===== src/rtl/core/lpwd_pkg.sv =====
package lpwd_pkg;

	// Width of the decoded length field and of the length counters.
	localparam int WORD_LEN_W = 29;
	// Number of significant length bits; longer lengths saturate.
	localparam int LENGTH_BITS = 29;

	localparam logic [WORD_LEN_W-1:0] LEN_MAX =
		WORD_LEN_W'((64'd1 << LENGTH_BITS) - 64'd1);

	// Flag patterns of the first prefix byte.
	localparam logic [7:0] PFX4_FLAGS = 8'he0;
	localparam logic [7:0] PFX3_FLAGS = 8'hc0;
	localparam logic [7:0] PFX2_FLAGS = 8'h80;

	typedef enum logic [2:0] {
		PH_IDLE    = 3'b001,
		PH_PREFIX  = 3'b010,
		PH_PAYLOAD = 3'b100
	} phase_t;

	typedef struct packed {
		logic [7:0] data_byte;
	} in_item_t;

	typedef struct packed {
		logic [7:0]            out_byte;
		logic                  is_payload;
		logic                  length_valid;
		logic [WORD_LEN_W-1:0] word_length;
		logic                  word_done;
		logic                  sentence_done;
	} out_item_t;

	// Contents of the input stage register.
	typedef struct packed {
		logic       valid;
		logic [7:0] data_byte;
	} stage_t;

	function automatic logic [WORD_LEN_W-1:0] saturate_len(input logic [WORD_LEN_W-1:0] v);
		logic [WORD_LEN_W-1:0] r;
		r = (v > LEN_MAX) ? LEN_MAX : v;
		return r;
	endfunction

endpackage


===== src/rtl/core/lpwd_in_if.sv =====
interface lpwd_in_if;
	logic               valid;
	logic               ready;
	lpwd_pkg::in_item_t data;

	modport source (output valid, output data, input ready);
	modport sink (input valid, input data, output ready);
endinterface


===== src/rtl/core/lpwd_out_if.sv =====
interface lpwd_out_if;
	logic                valid;
	logic                ready;
	lpwd_pkg::out_item_t data;

	modport source (output valid, output data, input ready);
	modport sink (input valid, input data, output ready);
endinterface


===== src/rtl/core/lpwd_in_stage.sv =====
module lpwd_in_stage (
	input  logic               clk,
	input  logic               arst_n,
	lpwd_in_if.sink            byte_in,
	input  logic               advance,
	output lpwd_pkg::stage_t   stage
);

	logic       valid_s1;
	logic [7:0] byte_s1;

	// A new byte may enter when the stage is empty or drains this cycle.
	assign byte_in.ready = !valid_s1 || advance;

	always_ff @(posedge clk or negedge arst_n) begin
		if (!arst_n) begin
			valid_s1 <= 1'b0;
		end else if (byte_in.ready) begin
			valid_s1 <= byte_in.valid;
		end
	end

	always_ff @(posedge clk) begin
		if (byte_in.ready && byte_in.valid) begin
			byte_s1 <= byte_in.data.data_byte;
		end
	end

	assign stage.valid     = valid_s1;
	assign stage.data_byte = byte_s1;

endmodule


===== src/rtl/core/lpwd_decode.sv =====
module lpwd_decode (
	input  logic                clk,
	input  logic                arst_n,
	input  lpwd_pkg::stage_t    stage,
	input  logic                advance,
	output lpwd_pkg::out_item_t result
);

	localparam int W = lpwd_pkg::WORD_LEN_W;

	lpwd_pkg::phase_t phase_q, phase_d;
	logic [1:0]       prefix_left_q, prefix_left_d;
	logic [W-1:0]     acc_q, acc_d;
	logic [W-1:0]     payload_left_q, payload_left_d;

	logic             fin;
	logic [W-1:0]     fin_raw;
	logic [W-1:0]     fin_val;
	logic [W-1:0]     pay_dec;
	logic [1:0]       pfx_dec;
	logic [W-1:0]     acc_shift;
	logic [7:0]       b;

	assign b         = stage.data_byte;
	assign pay_dec   = (payload_left_q != '0) ? payload_left_q - W'(1) : '0;
	assign pfx_dec   = (prefix_left_q != '0) ? prefix_left_q - 2'd1 : 2'd0;
	assign acc_shift = {acc_q[W-9:0], b};

	always_comb begin
		phase_d             = phase_q;
		prefix_left_d       = prefix_left_q;
		acc_d               = acc_q;
		payload_left_d      = payload_left_q;
		fin                 = 1'b0;
		fin_raw             = '0;
		result              = '0;
		result.out_byte     = b;

		case (phase_q)
			lpwd_pkg::PH_PAYLOAD: begin
				result.is_payload  = 1'b1;
				result.word_length = acc_q;
				payload_left_d     = pay_dec;
				if (pay_dec == '0) begin
					result.word_done = 1'b1;
					phase_d          = lpwd_pkg::PH_IDLE;
				end
			end
			lpwd_pkg::PH_PREFIX: begin
				acc_d         = acc_shift;
				prefix_left_d = pfx_dec;
				if (pfx_dec == 2'd0) begin
					fin     = 1'b1;
					fin_raw = acc_shift;
				end
			end
			default: begin
				// Idle, and the unreachable leftover code, read a first prefix byte.
				if ((b & lpwd_pkg::PFX4_FLAGS) == lpwd_pkg::PFX4_FLAGS) begin
					acc_d         = W'(b[4:0]);
					prefix_left_d = 2'd3;
					phase_d       = lpwd_pkg::PH_PREFIX;
				end else if ((b & lpwd_pkg::PFX3_FLAGS) == lpwd_pkg::PFX3_FLAGS) begin
					acc_d         = W'(b[4:0]);
					prefix_left_d = 2'd2;
					phase_d       = lpwd_pkg::PH_PREFIX;
				end else if ((b & lpwd_pkg::PFX2_FLAGS) == lpwd_pkg::PFX2_FLAGS) begin
					acc_d         = W'(b[5:0]);
					prefix_left_d = 2'd1;
					phase_d       = lpwd_pkg::PH_PREFIX;
				end else begin
					fin     = 1'b1;
					fin_raw = W'(b[6:0]);
				end
			end
		endcase

		fin_val = lpwd_pkg::saturate_len(fin_raw);

		// Prefix complete: an empty word closes the sentence at once.
		if (fin) begin
			acc_d               = fin_val;
			prefix_left_d       = 2'd0;
			result.length_valid = 1'b1;
			result.word_length  = fin_val;
			if (fin_val == '0) begin
				result.word_done     = 1'b1;
				result.sentence_done = 1'b1;
				payload_left_d       = '0;
				phase_d              = lpwd_pkg::PH_IDLE;
			end else begin
				payload_left_d = fin_val;
				phase_d        = lpwd_pkg::PH_PAYLOAD;
			end
		end
	end

	always_ff @(posedge clk or negedge arst_n) begin
		if (!arst_n) begin
			phase_q        <= lpwd_pkg::PH_IDLE;
			prefix_left_q  <= 2'd0;
			acc_q          <= '0;
			payload_left_q <= '0;
		end else if (stage.valid && advance) begin
			phase_q        <= phase_d;
			prefix_left_q  <= prefix_left_d;
			acc_q          <= acc_d;
			payload_left_q <= payload_left_d;
		end
	end

endmodule


===== src/rtl/core/lpwd_out_stage.sv =====
module lpwd_out_stage (
	input  logic                clk,
	input  logic                arst_n,
	input  logic                load_valid,
	input  lpwd_pkg::out_item_t result,
	output logic                advance,
	lpwd_out_if.source          word_out
);

	logic                valid_q;
	lpwd_pkg::out_item_t data_q;

	// The result register takes a new value when empty or being read.
	assign advance = !valid_q || word_out.ready;

	always_ff @(posedge clk or negedge arst_n) begin
		if (!arst_n) begin
			valid_q <= 1'b0;
		end else if (advance) begin
			valid_q <= load_valid;
		end
	end

	always_ff @(posedge clk) begin
		if (advance && load_valid) begin
			data_q <= result;
		end
	end

	assign word_out.valid = valid_q;
	assign word_out.data  = data_q;

endmodule


===== src/rtl/core/length_prefixed_word_deframer_core.sv =====
// Length-prefixed word deframer.
// byte_in carries one received byte per transfer (valid/ready). word_out
// returns exactly one result per byte: the byte itself, whether it is prefix
// or payload, the decoded word length, and word-end and sentence-end marks.
// A word starts with a big-endian length prefix of 1 to 4 bytes chosen by
// the top bits of its first byte; a zero length ends a sentence.
// Each byte passes through one input register and one result register,
// with the state update between, before its result is offered on word_out.
// Throughput is one byte per cycle while word_out does not stall, set by
// the single per-byte state update between these two registers.
// When word_out stalls, the result register holds and the input register
// still takes one more byte, so up to two bytes sit inside the block; then
// byte_in.ready drops until word_out drains.
// Reset (arst_n low, asynchronous) empties both registers and returns the
// decoder to waiting for the first prefix byte of a new word.
module length_prefixed_word_deframer_core (
	input  logic       clk,
	input  logic       arst_n,
	lpwd_in_if.sink    byte_in,
	lpwd_out_if.source word_out
);

	lpwd_pkg::stage_t    stage;
	lpwd_pkg::out_item_t result;
	logic                advance;

	// Input register: holds the byte being decoded this cycle.
	lpwd_in_stage u_in_stage (
		.clk     (clk),
		.arst_n  (arst_n),
		.byte_in (byte_in),
		.advance (advance),
		.stage   (stage)
	);

	// Decoder state and the per-byte result logic. The state moves only
	// when the staged byte actually passes into the result register.
	lpwd_decode u_decode (
		.clk     (clk),
		.arst_n  (arst_n),
		.stage   (stage),
		.advance (advance),
		.result  (result)
	);

	// Result register driving word_out; its readiness paces the pipeline.
	lpwd_out_stage u_out_stage (
		.clk        (clk),
		.arst_n     (arst_n),
		.load_valid (stage.valid),
		.result     (result),
		.advance    (advance),
		.word_out   (word_out)
	);

endmodule


===== src/flat_wrapper.sv =====
// flat-port wrapper written by rule: the top's interface ports become plain ports
module length_prefixed_word_deframer_core_flat 
  (clk, arst_n, byte_in_valid, byte_in_data, byte_in_ready, word_out_valid, word_out_data, word_out_ready);
  lpwd_in_if byte_in_i ();
  lpwd_out_if word_out_i ();
  input  logic clk;
  input  logic arst_n;
  input wire logic [$bits(byte_in_i.valid)-1:0] byte_in_valid;
  input wire logic [$bits(byte_in_i.data)-1:0] byte_in_data;
  output wire logic [$bits(byte_in_i.ready)-1:0] byte_in_ready;
  output wire logic [$bits(word_out_i.valid)-1:0] word_out_valid;
  output wire logic [$bits(word_out_i.data)-1:0] word_out_data;
  input wire logic [$bits(word_out_i.ready)-1:0] word_out_ready;
  assign byte_in_i.valid = byte_in_valid;
  assign byte_in_i.data = byte_in_data;
  assign byte_in_ready = byte_in_i.ready;
  assign word_out_valid = word_out_i.valid;
  assign word_out_data = word_out_i.data;
  assign word_out_i.ready = word_out_ready;
  length_prefixed_word_deframer_core u_core (.clk(clk), .arst_n(arst_n), .byte_in(byte_in_i), .word_out(word_out_i));
endmodule

===== config.mk =====
export PLATFORM = sky130hd
export DESIGN_NAME = length_prefixed_word_deframer_core_flat
export DESIGN_NICKNAME = d
export VERILOG_FILES = /design/src/rtl/core/lpwd_pkg.sv /design/src/rtl/core/lpwd_in_if.sv /design/src/rtl/core/lpwd_out_if.sv /design/src/rtl/core/lpwd_in_stage.sv /design/src/rtl/core/lpwd_decode.sv /design/src/rtl/core/lpwd_out_stage.sv /design/src/rtl/core/length_prefixed_word_deframer_core.sv /design/src/flat_wrapper.sv
export SDC_FILE = /design/constraint.sdc
export NUM_CORES = 1
export LEC_CHECK = 0
export BUFFER_PORTS_ARGS = -buffer_cell sky130_fd_sc_hd__buf_4
export CAP_MARGIN = 20
export CORE_UTILIZATION = 55
export CTS_BUF_LIST = sky130_fd_sc_hd__clkbuf_8
export CTS_CLUSTER_SIZE = 40
export DETAILED_ROUTE_END_ITERATION = 10
export PLACE_DENSITY = 0.78
export SLEW_MARGIN = 40
export SYNTH_ARGS = -nofsm -noshare
export SYNTH_HDL_FRONTEND = slang
export SYNTH_SLANG_ARGS = --single-unit

===== constraint.sdc =====
create_clock -name clk -period 2.98 [get_ports clk]
set_input_delay 0.596 -clock clk [delete_from_list [all_inputs] [get_ports clk]]
set_output_delay 0.596 -clock clk [all_outputs]
set_load 0.05 [all_outputs]

==> results of run 1 <==
-- per-layer routing --
| metal | GRT usage, % | routed length (um) | share of wire [%] |
|---|---|---|---|
| met1 | 39.6 | 6000 | 44 |
| met2 | 43.2 | 6470 | 47 |
| met3 | 5.63 | 821 | 6.0 |
| met4 | 13.1 | 418 | 3.0 |
| met5 | 0 | 0 | 0 |
-- kinds of logic after synthesis --
family                   share of synthesized area [%]
buffers and inverters                             3.33
XOR/XNOR                                         0.473
AO/OA/AOI/OAI                                     19.1
multiplexers                                      1.01
adder cells (fa/ha/maj)                          0.225
flip-flops                                        55.8
AND/OR/NAND/NOR                                   20.1
-- cells in the final DEF, fill, tap and decap left out, types with 4 or more instances in the layout --
cell type / n
a21oi_1: 17
a22o_1: 27
a31oi_1: 4
buf_4: 70
clkbuf_8: 19
clkinvlp_4: 6
dfrtp_1: 64
edfxtp_1: 49
inv_1: 11
mux2_2: 5
nand2_1: 110
nand2b_1: 7
nand3_1: 11
nand4_1: 9
nor2_1: 22
nor3_1: 5
nor4_1: 6
nor4b_1: 4
o21ai_0: 56
o21ai_1: 15
or2_2: 5
or3_1: 6
-- state kept, by name, indices dropped and copies added (netlist names) --
name and cells:
u_core.u_decode.phase_q 3, u_core.u_decode.payload_left_q 29, u_core.u_out_stage.word_out.data 41, u_core.u_decode.prefix_left_q 2, u_core.u_in_stage.byte_s1 8, u_core.u_in_stage.valid_s1 1, u_core.u_out_stage.word_out.valid 1, u_core.u_decode.acc_q 29
-- report_power, final --
part	internal (W)	switching [W]	total, W
registers	0.00201	0.000475	0.00249
logic	0.000831	0.00152	0.00235
clock network	0.000699	0.000647	0.00135
total	0.00354	0.00264	0.00618
-- cell type report --
type | count | area [um^2]
well taps | 133 | 166
flip-flops and latches | 114 | 3100
inverters | 11 | 41.3
clock buffers | 19 | 262
multi-input cells | 379 | 2280
clock inverters | 13 | 111
repair buffers | 71 | 537
fillers | 739 | 3280
-- worst paths after layout --
| check | startpoint | to | depth (start not counted) |
|---|---|---|---|
| max | u_core.u_decode.payload_left_q[0]$_DFFE_PN0P_ | u_core.u_decode.payload_left_q[7]$_DFFE_PN0P_ | 9 |
| min | arst_n | u_core.u_decode.payload_left_q[4]$_DFFE_PN0P_ | 1 |
| max reg2reg | u_core.u_decode.payload_left_q[0]$_DFFE_PN0P_ | u_core.u_decode.payload_left_q[7]$_DFFE_PN0P_ | 9 |
| min reg2reg | u_core.u_decode.acc_q[21]$_DFFE_PN0P_ | u_core.u_decode.acc_q[21]$_DFFE_PN0P_ | 2 |
| max in group asynchronous | arst_n | u_core.u_decode.acc_q[16]$_DFFE_PN0P_ | 1 |
| min in group clk | byte_in_data[3] | u_core.u_in_stage.byte_s1[3]$_DFFE_PP_ | 1 |
-- worst max-delay path: stages, from the launching register on --
cell and delay, ns:
dfrtp_1 0.42, inv_1 0.11, ha_1 0.26, nor2b_1 0.14
buf_4 0.17, nand4_4 0.17, o41a_1 0.62, nand2_1 0.22
or4_1 0.44, nand3_1 0.09
-- metrics by stage --
stage	hold slack, ns	util [%]	total power, W	cells	setup WS, ns
after floorplan	0.300	-	0.00412	536	0.496
after global placement	0.462	62.6	0.00475	708	0.386
after detailed placement	0.472	62.6	0.00481	708	0.346
after CTS	0.296	66.4	0.00616	740	0.311
after global routing	0.187	66.4	0.00652	740	0.0615
final	0.163	66.4	0.00618	740	0.277
==> qor.json, run 1 <==
{
  "groute.usage.overall_pct": 28.4,
  "htree_levels": 4,
  "area_delta_synth_final_pct": 16.9,
  "max_slew_margin_pct": 53.9,
  "cp_data_arrival_time_ns": 3.05,
  "cts_setup_buffers": 0,
  "detailed_place_hpwl_mm": 9.13,
  "floorplan.core_area_um2": 9770,
  "clock-root-buffer": "clkbuf_8",
  "cts.sinks": 114,
  "drc": 0,
  "synth-edff-count": 49,
  "place.gp.congestion": 0.876,
  "post-synth-top-count-cell": "nand2_1",
  "post_synth_most_frequent_cells": "nand2_1, dfrtp_1, o21ai_0",
  "layout_min_cycle_time_ns": 2.70,
  "number_of_core_rows": 36,
  "synth-seq-cells": 114,
  "timing.reg2reg.setup_slack_ns": 0.28,
  "cts_buffers": 17,
  "yosysWarningCount": 0,
  "path_class": "flop to flop",
  "drv_slew": 0,
  "synth_fp_nets": 549,
  "antenna_found_initial": 0,
  "setup_violations": 0,
  "io_buffer_count": 54,
  "post_cts_resized": 0,
  "timing_hold_violations_final": 0,
  "grt_pass1_vias": 4285,
  "synth_sequential_area_ratio_pct": 55.8,
  "critical_path.startpoint_type": "flop",
  "synth_cell_type_count": 65,
  "worst-slew-pin-transition_ns": 0.692,
  "postLayoutCellArea_um2": 6490,
  "ir_drop_mv": 0.561,
  "post_synth_main_area_contributors": "dfrtp_1, edfxtp_1, nand2_1",
  "drt-initial-drc-count": 353,
  "async_reset_ff_share_pct": 57.0,
  "placement.cell_area_um2": 6120,
  "final_antenna_net_count": 0,
  "io_pins": 55,
  "cp-end-kind": "flop",
  "synth_top_flop_cell": "dfrtp_1",
  "overflow": 0,
  "height_of_the_die_um": 103,
  "syn_area_per_cell_um2": 10.4,
  "holdBufCountCts": 0,
  "maxClockFrequency_mhz": 370,
  "layout-drive-gt1-share_pct": 21.1,
  "wl_mm": 13.7,
  "grt_max_degree": 66,
  "tns_ns": 0,
  "cap_viol_max_count": 0,
  "die_area_um2": 10500,
  "cts_max_path_buffers": 2,
  "syn-cell-area_um2": 5560,
  "min_path_type": "input port to asynchronous set/reset pin",
  "clk_pin_slew_ns": 0.08,
  "synth_top_area_cell": "dfrtp_1",
  "wl_per_cell_um": 18.5,
  "worst-endpoint-required_ns": 3.33,
  "status": "finished, final reports clean",
  "cp_max_fo": 17,
  "grt_pass1_wl_mm": 22.3,
  "synthCells": 536,
  "grt_setup_unrepaired": "no",
  "cts_tree": "done",
  "nets_final": 607,
  "chipWidth_um": 103,
  "vias_per_cell": 6.12,
  "detailroute.via_count": 4529,
  "detailedRoute.firstPassIterationCount": 5,
  "starting_density_pct": 56.9,
  "p_leak_nw": 2.62,
  "insertion_delay_ns": 0.42,
  "final.period_utilization_pct": 90.7,
  "clock_skew_ns": 0.0117,
  "powerDensity_nw_per_um2": 952,
  "post-synth-top-area-fraction_pct": 28.8,
  "antennaDiodeCount": 0
}
(Power assumes the default switching activity.)
==> inputs of run 2 (changes only) <==
ABC_AREA = 1   (was unset)
CORE_UTILIZATION = 56   (was 55)
PLACE_DENSITY = 0.82   (was 0.78)
==> run 2 against run 1 <==
Synthesized area up 2.8%. Final area up 3.0%. Worst setup slack better by 0.12 ns. Die area up 0.91%. Wire length up 10%. Sequential power up 2%. Critical path depth up 1. First-iteration DRC count up 20%. Synthesized cell count up 25%. Clock power up 11%. Flip-flop and latch count unchanged. Clock skew up 0.0017 ns. Largest power group is now combinational logic.
==> qor.json, run 2 <==
{
  "clk_pin_slew_ns": 0.08,
  "post-synth-top-area-fraction_pct": 28.0,
  "synth_sequential_area_ratio_pct": 54.3,
  "drc": 0,
  "p_leak_nw": 2.95,
  "timing_hold_violations_final": 0,
  "detailroute.via_count": 5107,
  "clock-root-buffer": "clkbuf_8",
  "place_inst": 844,
  "cp-end-kind": "flop",
  "status": "finished, final reports clean",
  "p_total_w": 0.00686,
  "clock_skew_ns": 0.0134,
  "drv_slew": 0,
  "cts_setup_buffers": 0,
  "die_area_um2": 10600,
  "layout-drive-gt1-share_pct": 16.8,
  "syn_area_per_cell_um2": 8.50,
  "post_synth_main_area_contributors": "dfrtp_1, edfxtp_1, nand2_1",
  "cts_max_path_buffers": 2,
  "vias_per_cell": 5.83,
  "antennaDiodeCount": 0,
  "detailedRoute.firstPassIterationCount": 6,
  "post-synth-top-count-cell": "nand2_1",
  "final_antenna_net_count": 0,
  "synth-edff-count": 49,
  "ir_drop_mv": 0.636,
  "most_common_library_cell_in_the_layout_ignoring_fill_and_taps": "nand2_1",
  "synth_top_area_cell": "dfrtp_1",
  "cts_buffers": 17,
  "synth_fp_nets": 685,
  "wl_mm": 15.1,
  "setup_violations": 0,
  "most-common-layout-cells": "nand2_1, o21ai_0, inv_1, nor2_1, buf_4",
  "path_class": "flop to flop",
  "final.period_utilization_pct": 86.7,
  "nets_final": 743,
  "post_synth_most_frequent_cells": "nand2_1, o21ai_0, nor2_1",
  "grt_pass1_vias": 4651,
  "htree_levels": 4,
  "antenna_found_initial": 0,
  "place.gp.congestion": 0.909,
  "cap_viol_max_count": 0,
  "worst-slew-pin-transition_ns": 0.679,
  "max_slew_margin_pct": 54.7,
  "maxClockFrequency_mhz": 387,
  "area_delta_synth_final_pct": 17.1,
  "powerDensity_nw_per_um2": 1030,
  "min_path_type": "input port to asynchronous set/reset pin",
  "grt_pass1_wl_mm": 23.8,
  "io_buffer_count": 54,
  "wl_per_cell_um": 17.2,
  "cp_data_arrival_time_ns": 2.75,
  "floorplan.core_area_um2": 9820,
  "tns_ns": 0,
  "io_pins": 55,
  "yosysWarningCount": 0,
  "synth_top_flop_cell": "dfrtp_1",
  "chipWidth_um": 103,
  "synthCells": 672,
  "critical_path.startpoint_type": "flop",
  "largest_register_ff_count": 41,
  "post_cts_resized": 0,
  "holdBufCountCts": 0,
  "groute.usage.overall_pct": 30.6,
  "cts.sinks": 114,
  "cp_max_fo": 23,
  "synth_cell_type_count": 38,
  "finalNonFillerCells": 876,
  "insertion_delay_ns": 0.45,
  "synth-seq-cells": 114,
  "async_reset_ff_share_pct": 57.0,
  "number_of_core_rows": 36,
  "height_of_the_die_um": 103,
  "grt_max_degree": 63,
  "overflow": 0,
  "detailed_place_hpwl_mm": 10.5,
  "starting_density_pct": 58.2,
  "grt_setup_unrepaired": "no",
  "cts_tree": "done",
  "layout_min_cycle_time_ns": 2.58,
  "drt-initial-drc-count": 423,
  "final_core_util_pct": 68.1,
  "worst-endpoint-required_ns": 3.15,
  "syn-cell-area_um2": 5710
}
run 2: cell types whose count changed after synthesis, sizes merged, moves of 10 or more:
cell | previous run | this run
a22o | 27 | 0
nor4 | 10 | 0
nand2 | 110 | 132
inv | 11 | 81
nand3 | 11 | 67
nor2 | 22 | 87
o22ai | 3 | 21
o21ai | 71 | 89
run 2: stage by stage:
step	instance area, um^2	worst slack [ns]	hold WS [ns]
after floorplan	5710	0.323	0.300
after global placement	6250	0.511	0.473
after detailed placement	6270	0.458	0.483
after CTS	6690	0.437	0.0391
after global routing	6690	0.135	0.0501
final	6690	0.396	0.0427
run 2: final timing paths:
check	startpoint	endpoint	slack [ns]	depth (start not counted)
max	u_core.u_decode.phase_q[1]$_DFFE_PN0P_	u_core.u_out_stage.word_out.data[1]$_DFFE_PP_	0.40	10
min	arst_n	u_core.u_decode.payload_left_q[4]$_DFFE_PN0P_	0.04	1
max reg2reg	u_core.u_decode.phase_q[1]$_DFFE_PN0P_	u_core.u_out_stage.word_out.data[1]$_DFFE_PP_	0.40	10
min reg2reg	u_core.u_in_stage.byte_s1[1]$_DFFE_PP_	u_core.u_out_stage.word_out.data[34]$_DFFE_PP_	0.50	0
max in group asynchronous	arst_n	u_core.u_decode.phase_q[0]$_DFFE_PN1P_	2.33	2
min in group clk	byte_in_data[7]	u_core.u_in_stage.byte_s1[7]$_DFFE_PP_	0.32	1
run 2: logic make-up after synthesis:
logic type | share of synthesized area, %
flip-flops | 54.3
adder cells (fa/ha/maj) | 0.219
buffers and inverters | 7.69
XOR/XNOR | 0.920
AO/OA/AOI/OAI | 13.7
AND/OR/NAND/NOR | 23.2
run 2: worst max-delay path, stage by stage (launching register included):
cell,delay (ns)
dfrtp_1,0.41
inv_1,0.09
nor3_4,0.16
buf_4,0.30
nand2_1,0.12
inv_1,0.42
nand2_1,0.27
nand4_1,0.18
nor2_1,0.09
nand2_1,0.13
o22ai_1,0.13
run 2: metal layers:
metal  global-route usage, %  wire, um
met1                    39.9      6060
met2                    49.2      7380
met3                    7.59      1230
met4                    12.0       419
met5                       0         0
run 2: report_power, final:
part / total, W / internal, W / leakage [nW] / switching (W)
Combinational: 0.00283 / 0.000822 / 1.43 / 0.00201
Clock: 0.00150 / 0.000844 / 0.211 / 0.000658
Sequential: 0.00253 / 0.00212 / 1.32 / 0.000410
Total: 0.00686 / 0.00378 / 2.95 / 0.00307
run 2: area by class of cell:
cell class | count | area, um^2
fill | 817 | 3130
sequential | 114 | 3100
multi-input combinational | 448 | 2180
timing repair buffer | 68 | 523
inverter | 81 | 304
clock buffer | 18 | 248
clock inverter | 14 | 166
tap | 133 | 166
==> inputs of run 3 (changes only) <==
ABC_AREA = unset   (was 1)
CORE_UTILIZATION = 55   (was 56)
PLACE_DENSITY = 0.81   (was 0.82)
==> run 3 against run 2 <==
Clock power shrank 5%. Maximum frequency decreased by 1.4%. Worst setup slack lost 0.038 ns. Worst hold slack better by 0.099 ns. Critical path type unchanged. Largest cell class unchanged.
==> qor.json, run 3 (same netlist as run 1, synthesis figures left out) <==
{
  "maxClockFrequency_mhz": 382,
  "cts.sinks": 114,
  "floorplan.core_area_um2": 9770,
  "holdBufCountCts": 0,
  "grt_setup_unrepaired": "no",
  "min_path_type": "input port to asynchronous set/reset pin",
  "cp_max_fo": 17,
  "most-common-layout-cells": "nand2_1, buf_4, dfrtp_1",
  "ir_drop_mv": 0.523,
  "drv_slew": 0,
  "place_inst": 707,
  "clk_pin_slew_ns": 0.07,
  "io_buffer_count": 54,
  "clock-root-buffer": "clkbuf_8",
  "layout-drive-gt1-share_pct": 20.1,
  "cp-end-kind": "flop",
  "p_leak_nw": 2.63,
  "antenna_found_initial": 0,
  "io_pins": 55,
  "critical_path.startpoint_type": "flop",
  "drt-initial-drc-count": 386,
  "die_area_um2": 10500,
  "worstReg2RegEnd": "u_core.u_decode.payload_left_q[7]$_DFFE_PN0P_",
  "grt_max_degree": 66,
  "vias_per_cell": 5.99,
  "post_cts_resized": 0,
  "timing.reg2reg.setup_slack_ns": 0.36,
  "cts_max_path_buffers": 2,
  "number_of_core_rows": 36,
  "antennaDiodeCount": 0,
  "grt_pass1_wl_mm": 21.8,
  "detailedRoute.firstPassIterationCount": 5,
  "cts_tree": "done",
  "detailroute.via_count": 4430,
  "cts_setup_buffers": 0,
  "launch_point_of_the_worst_reg_to_reg_path": "u_core.u_decode.payload_left_q[0]$_DFFE_PN0P_",
  "layout_min_cycle_time_ns": 2.62,
  "nFillCells": 737,
  "tns_ns": 0,
  "cp_data_arrival_time_ns": 2.99,
  "detailed_place_hpwl_mm": 9.08,
  "nets_final": 606,
  "wl_mm": 13.3,
  "setup_violations": 0,
  "overflow": 0,
  "height_of_the_die_um": 103,
  "place.gp.congestion": 0.885,
  "max_slew_margin_pct": 51.8,
  "timing_hold_violations_final": 0,
  "cap_viol_max_count": 0,
  "wl_per_cell_um": 18.1,
  "starting_density_pct": 56.9,
  "status": "finished, final reports clean",
  "htree_levels": 4,
  "powerDensity_nw_per_um2": 960,
  "worstRegToRegCells": 9,
  "largest_register_ff_count": 41,
  "final_antenna_net_count": 0,
  "cts_buffers": 17,
  "path_class": "flop to flop",
  "worst-endpoint-required_ns": 3.35,
  "dpl_ws_ns": 0.421,
  "insertion_delay_ns": 0.44,
  "drc": 0,
  "grt_pass1_vias": 4294,
  "area_delta_synth_final_pct": 17.0,
  "worst-slew-pin-transition_ns": 0.723,
  "most_common_library_cell_in_the_layout_ignoring_fill_and_taps": "nand2_1",
  "clock_skew_ns": 0.00827,
  "final.period_utilization_pct": 88.0,
  "setup_ws_ns": 0.359,
  "chipWidth_um": 103,
  "finalNonFillerCells": 739,
  "groute.usage.overall_pct": 28.0
}
run 3: changes by cell type in the layout (fill, tap and decap cells not counted), sizes merged, moves of 7 or more:
cell and change:
nor4 +10, o21ai -18, nand2 -22, nand2b +7, o22ai -18, a22o +27
inv -70, nand3 -56, nor2 -65
run 3: worst max path at each step:
stage / startpoint / to / slack (ns) / cells past startpoint
after floorplan: u_core.u_out_stage.word_out.valid$_DFFE_PN0P_ / u_core.u_decode.payload_left_q[8]$_DFFE_PN0P_ / 0.50 / 8
final: u_core.u_decode.payload_left_q[0]$_DFFE_PN0P_ / u_core.u_decode.payload_left_q[7]$_DFFE_PN0P_ / 0.36 / 9
after global routing: u_core.u_decode.payload_left_q[0]$_DFFE_PN0P_ / u_core.u_decode.payload_left_q[7]$_DFFE_PN0P_ / 0.23 / 9
after detailed placement: u_core.u_decode.payload_left_q[0]$_DFFE_PN0P_ / u_core.u_decode.payload_left_q[7]$_DFFE_PN0P_ / 0.42 / 9
after CTS: u_core.u_decode.payload_left_q[0]$_DFFE_PN0P_ / u_core.u_decode.payload_left_q[7]$_DFFE_PN0P_ / 0.40 / 9
after global placement: u_core.u_decode.payload_left_q[0]$_DFFE_PN0P_ / u_core.u_decode.payload_left_q[7]$_DFFE_PN0P_ / 0.51 / 9
run 3: report_power, final:
part / switching [W] / internal, W / leakage (nW)
sequential: 0.000473 / 0.00201 / 1.33
clock: 0.000614 / 0.000803 / 0.198
combinational: 0.00151 / 0.000831 / 1.11
run 3: per-stage QoR:
| step | total power, W | instance area (um^2) | hold slack [ns] | utilization, % |
|---|---|---|---|---|
| finish | 0.00624 | 6500 | 0.141 | 66.5 |
| floorplan | 0.00412 | 5560 | 0.300 | - |
| global placement | 0.00473 | 6110 | 0.462 | 62.5 |
| CTS | 0.00622 | 6500 | 0.282 | 66.5 |
| global route | 0.00658 | 6500 | 0.182 | 66.5 |
| detailed placement | 0.00480 | 6110 | 0.471 | 62.5 |
run 3: metal layers:
metal  GRT usage [%]  vias up  part of all wire [%]
met3            7.46       27                   7.0
li1                -     2109                     -
met4            10.9        0                   1.9
met2            43.2      183                    48
met1            37.9     2111                    43
met5               0        -                     0
run 3: area by class of cell:
type | instances | area (um^2) | share of cell area, %
Sequential cell | 114 | 3100 | 47.7
Multi-Input combinational cell | 379 | 2280 | 35.1
Timing Repair Buffer | 70 | 529 | 8.14
Clock buffer | 17 | 234 | 3.60
Tap cell | 133 | 166 | 2.56
Clock inverter | 15 | 151 | 2.33
Inverter | 11 | 41.3 | 0.635
run 3: worst max-delay path, cell delays in order, from the launching register on:
cell	delay, ns
dfrtp_1	0.42
inv_1	0.11
ha_1	0.25
nor2b_1	0.14
buf_4	0.17
nand4_4	0.09
o41a_1	0.62
nand2_1	0.22
or4_1	0.44
nand3_1	0.10
